## src/rtl/beam_second_moment_width_macros.svh

```systemverilog
// ----------------------------------------------------------------------------
// Beam width assertion macros
// Shared concurrent assertion forms for the beam width block.
// ----------------------------------------------------------------------------
`ifndef BEAM_SECOND_MOMENT_WIDTH_MACROS_SVH
`define BEAM_SECOND_MOMENT_WIDTH_MACROS_SVH

// Consequent must hold in the same cycle as the antecedent.
`define BSMW_ASSERT_SAME(lbl, ante, cons, msg) \
	lbl: assert property (@(posedge clk) disable iff (!arst_n) (ante) |-> (cons)) \
		else $error(msg);

// Consequent must hold in the cycle after the antecedent.
`define BSMW_ASSERT_NEXT(lbl, ante, cons, msg) \
	lbl: assert property (@(posedge clk) disable iff (!arst_n) (ante) |=> (cons)) \
		else $error(msg);

`endif

```

## src/rtl/bsmw_pkg.sv

```systemverilog
// ----------------------------------------------------------------------------
// Beam width package
// Types, step codes and limits shared by the controller and the datapath.
// ----------------------------------------------------------------------------
package bsmw_pkg;

	typedef logic [127:0] wide_t;
	typedef logic [4:0] step_t;

	localparam step_t STP_MXX  = 5'd0;
	localparam step_t STP_MXX2 = 5'd1;
	localparam step_t STP_MYY  = 5'd2;
	localparam step_t STP_MYY2 = 5'd3;
	localparam step_t STP_MXY  = 5'd4;
	localparam step_t STP_MXY2 = 5'd5;
	localparam step_t STP_MSS  = 5'd6;
	localparam step_t STP_DCX  = 5'd7;
	localparam step_t STP_DCY  = 5'd8;
	localparam step_t STP_DVX  = 5'd9;
	localparam step_t STP_DVY  = 5'd10;
	localparam step_t STP_DCV  = 5'd11;
	localparam step_t STP_DMJ  = 5'd12;
	localparam step_t STP_SMJ  = 5'd13;
	localparam step_t STP_DMN  = 5'd14;
	localparam step_t STP_SMN  = 5'd15;
	localparam step_t STP_DME  = 5'd16;
	localparam step_t STP_SME  = 5'd17;
	localparam step_t STP_LAST = STP_SME;

	localparam logic [17:0] CEN_MAX  = 18'h3FFFF;
	localparam logic [25:0] VAR_MAX  = 26'h3FFFFFF;
	localparam logic [19:0] DIAM_MAX = 20'hFFFFF;

	typedef struct packed {
		logic  busy;
		logic  start;
		step_t step;
		logic  load_out;
		logic  clear;
	} cmd_t;

	typedef struct packed {
		logic frame_end;
		logic s_zero;
		logic done;
		logic last_pend;
		logic out_free;
	} stat_t;

endpackage

```

## src/rtl/bsmw_ctrl.sv

```systemverilog
// ----------------------------------------------------------------------------
// Beam width controller
// Steps the datapath through the end-of-frame multiply, divide and root jobs.
// ----------------------------------------------------------------------------
module bsmw_ctrl (
	input  logic           clk,
	input  logic           arst_n,
	input  bsmw_pkg::stat_t st,
	output bsmw_pkg::cmd_t  cmd
);
	import bsmw_pkg::*;

	localparam logic [1:0] S_IDLE  = 2'd0;
	localparam logic [1:0] S_ISSUE = 2'd1;
	localparam logic [1:0] S_RUN   = 2'd2;
	localparam logic [1:0] S_FIN   = 2'd3;

	logic [1:0] state_q, state_d;
	step_t      step_q, step_d;

	always_comb begin
		state_d      = state_q;
		step_d       = step_q;
		cmd.busy     = (state_q != S_IDLE);
		cmd.start    = 1'b0;
		cmd.step     = step_q;
		cmd.load_out = 1'b0;
		cmd.clear    = 1'b0;
		unique case (state_q)
			S_IDLE: begin
				if (st.frame_end) begin
					step_d  = STP_MXX;
					state_d = st.s_zero ? S_FIN : S_ISSUE;
				end
			end
			S_ISSUE: begin
				cmd.start = 1'b1;
				state_d   = S_RUN;
			end
			S_RUN: begin
				if (st.done) begin
					if (step_q == STP_LAST) begin
						state_d = S_FIN;
					end else begin
						step_d  = step_q + 5'd1;
						state_d = S_ISSUE;
					end
				end
			end
			S_FIN: begin
				if (st.out_free) begin
					cmd.load_out = 1'b1;
					cmd.clear    = 1'b1;
					state_d      = S_IDLE;
				end
			end
			default: state_d = S_IDLE;
		endcase
	end

	always_ff @(posedge clk or negedge arst_n) begin
		if (!arst_n) begin
			state_q <= S_IDLE;
			step_q  <= STP_MXX;
		end else begin
			state_q <= state_d;
			step_q  <= step_d;
		end
	end

endmodule

```

## config.mk

```make
export PLATFORM = sky130hd
export DESIGN_NAME = bsmw_ctrl
export DESIGN_NICKNAME = d
export VERILOG_FILES = /design/src/rtl/beam_second_moment_width_macros.svh /design/src/rtl/bsmw_pkg.sv /design/src/rtl/bsmw_ctrl.sv
export SDC_FILE = /design/constraint.sdc
export NUM_CORES = 1
export LEC_CHECK = 0
export BUFFER_PORTS_ARGS = -buffer_cell sky130_fd_sc_hd__buf_2
export CAP_MARGIN = 15
export CORE_AREA = 2 2 39 41
export DETAILED_ROUTE_END_ITERATION = 8
export DIE_AREA = 0 0 41 43
export GPL_TIMING_DRIVEN = 0
export PLACE_DENSITY = 0.61
export SYNTH_ARGS = -nofsm -noshare
export SYNTH_HDL_FRONTEND = slang
export SYNTH_SLANG_ARGS = --single-unit
```

## constraint.sdc

```tcl
create_clock -name clk -period 1.27 [get_ports clk]
set_clock_uncertainty 0.05 [all_clocks]
set_input_delay 0.0635 -clock clk [delete_from_list [all_inputs] [get_ports clk]]
set_output_delay 0.0635 -clock clk [all_outputs]
set_load 0.05 [all_outputs]
```

==> flow_summary.toml <==
[yosys]
synth_area_leader_cell = "dfrtp_1"
yosysUniqueCellTypes = 26
yosys_warnings = 0
synth_seq_area_share_pct = 39.9
syn_nets = 54
synth_area_leaders = "dfrtp_1, nand3_1, ha_1, mux2i_1, or3b_1"
syn-cell-area_um2 = 439
yosysTopAreaCellShare_pct = 39.9
synth_seq_cells = 7
synthCells = 45
syn_area_per_cell_um2 = 9.76

[die]
die-height_um = 43
start_util_pct = 31.7
dieArea_um2 = 1760
placement_rows = 14
core_um2 = 1380
io-pin-count = 16
die_x_um = 41

[place]
place_ws_ns = -0.180
dp.cells = 75
dpl_cell_area_um2 = 552
gp_congestion = 0.690
port_buffers = 14

[grt]
gr-total-overflow = 0
grtUsageTotal_pct = 16.8
grt_pass1_vias = 439
grt_max_degree = 9
antenna_found_initial = 0
grt_pass1_wl_um = 1870

[power]
pwr_density_cell_nw_per_um2 = 2950
p_leak_nw = 0.363
vdd.ir_drop.worst_uv = 1170

[route]
wl_per_cell_um = 14.8
wirelength_um = 1390
viasPerCell = 5.30
ant_nets = 0
drt_iter0_drc = 8
dr.pass1.iters = 4
drc_errors = 0
vias = 498

[run_status]
violations = "setup timing"
status = "finished, violations left"

[layout]
layout-drive-gt1-share_pct = 65.4
fin_util_pct = 60.3
area_delta_synth_final_pct = 90.0
insertedDiodeCount = 0
stdcell_area_um2 = 835
nFillCells = 126
final-instance-count-excl-fill = 94
final_nets = 88

[clock_tree]
clock_latency_ns = 0.26
clk_pin_slew_ns = 0.06
tritoncts = "yes"
cts-root-buf = "clkbuf_4"
cts_max_level = 1
cts_buffers = 3
clock-sinks = 7
clock_path_buffers = 2

[setup_path]
arrival_ns = 1.31
worst_setup_path_start_kind = "flop"
cp.required_ns = 1.16
cp-end-kind = "output port"
crit_fanout = 5
worstSetupPathType = "flop to output port"

[timing]
worst_slew_pin_slew_ns = 0.403
relSlewSlack_pct = 72.6
fmax_ghz = 0.704
setup_violations = 10
min_period_over_period_pct = 112
finalHoldViolCount = 0
setup_ws_ns = -0.151
slew_violations = 0
tns_ns = -0.968
rsz0062_at_grt = "yes"
finalCriticalPeriod_ns = 1.42

[run]
maxCapViolCount = 0

[worst_hold_path]
hold_class = "input port to asynchronous set/reset pin"
-- layout make-up --
type	count	area, µm²	area share (%)
timing repair buffer	29	231	27.7
clock buffer	4	26.3	3.15
tap	16	20.0	2.40
buffer	3	38.8	4.65
multi-input combinational	34	333	39.9
sequential	7	181	21.7
inverter	1	3.75	0.450
-- flip-flops by register name (all words and copies together) (netlist names) --
signal	cells
state_q	2
step_q	5
-- cells in the final DEF, fill, tap and decap left out --
cell type and n:
o21ba_2 1, dlygate4sd3_1 2, mux2i_2 1, o31ai_1 1, mux2i_1 1, or2_4 1
o22ai_1 2, buf_4 10, buf_6 6, nand2_1 1, and3_4 1, a211oi_2 1
a31oi_4 1, buf_8 2, nand4bb_1 1, nor3b_1 1, dfrtp_2 5, dfrtp_1 2
a21oi_2 1, nand2b_1 1, buf_2 10, nand4b_1 1, inv_2 1, nor4bb_4 1
nor2b_4 1, clkbuf_1 1, clkbuf_4 3, ha_4 2, or3b_1 2, o21ai_1 1
nand3_1 5, clkbuf_8 2, and2b_1 1, nand3_2 1, o21ai_0 2, or4_1 2
-- power breakdown --
| group | total (mW) | switching, mW | leakage (nW) | internal [mW] |
|---|---|---|---|---|
| combinational | 1.75 | 0.917 | 0.267 | 0.836 |
| sequential | 0.494 | 0.152 | 0.0808 | 0.342 |
| clock | 0.216 | 0.0953 | 0.0150 | 0.121 |
-- stage by stage --
step	hold WS (ns)	total power, mW
3_5_place_dp	-0.142	1.54
4_1_cts	0.112	2.10
6_report	0.113	2.46
2_1_floorplan	-0.282	1.31
5_1_grt	0.144	2.61
3_3_place_gp	-0.141	1.52
-- logic make-up (layout without fill, tap and decap cells) --
| logic type | after synthesis | count (layout) | share of synthesized area [%] |
|---|---|---|---|
| AOI/OAI and AO/OA | 10 | 10 | 14.5 |
| adders and majority gates | 2 | 2 | 5.70 |
| buffers and inverters | 4 | 37 | 4.27 |
| DFF | 7 | 7 | 39.9 |
| muxes | 2 | 2 | 4.56 |
| and+or+nand+nor | 20 | 20 | 31.1 |
-- synth_stat cells --
library cell,instances
dfrtp_1,7
nand3_1,6
o21ai_0,3
clkbuf_1,2
ha_1,2
mux2i_1,2
o22ai_1,2
or3b_1,2
or4_1,2
a211oi_1,1
a21oi_1,1
a31oi_1,1
and2b_1,1
and3_1,1
buf_4,1
inv_1,1
nand2_1,1
nand2b_1,1
nand4b_1,1
nand4bb_1,1
nor2b_1,1
nor3b_1,1
nor4bb_1,1
o21ba_2,1
o31ai_1,1
or2_2,1
-- per-layer routing --
layer  up-vias  global-route usage, %  routed length, µm  share of wire [%]
li1        238                      -                  -                  -
met1       237                   21.1                557                 40
met2        17                   22.5                722                 52
met3         6                   3.14                 49                3.5
met4         0                   16.0                 63                4.5
met5         -                      0                  0                  0
-- final timing paths --
check                            from   endpoint  slack [ns]  cells after the start
max                        state_q[1]     cmd[1]       -0.15                      4
min                            arst_n  step_q[4]        0.11                      2
max reg2reg                 step_q[3]  step_q[3]       -0.14                      3
min reg2reg                 step_q[3]  step_q[3]        0.55                      2
max in group asynchronous      arst_n  step_q[3]        0.88                      2
min in group clk                st[2]  step_q[2]        0.14                      3
-- worst max-delay path, cell delays in order (launching register included) --
cell      delay, ns
dfrtp_1        0.43
clkbuf_8       0.19
and3_4         0.19
buf_6          0.10
buf_8          0.13
-- timing repair --
item | CTS | global route
pin swaps | 4 | 6
gates cloned | 0 | 0
setup buffers | 7 | 6
hold buffers | 2 | 0
gates resized for setup | 19 | 14
endpoints found under the setup margin | 10 | 10
hold endpoints to repair | 8 | 0
Note: power is estimated with default switching activity, not from simulation.
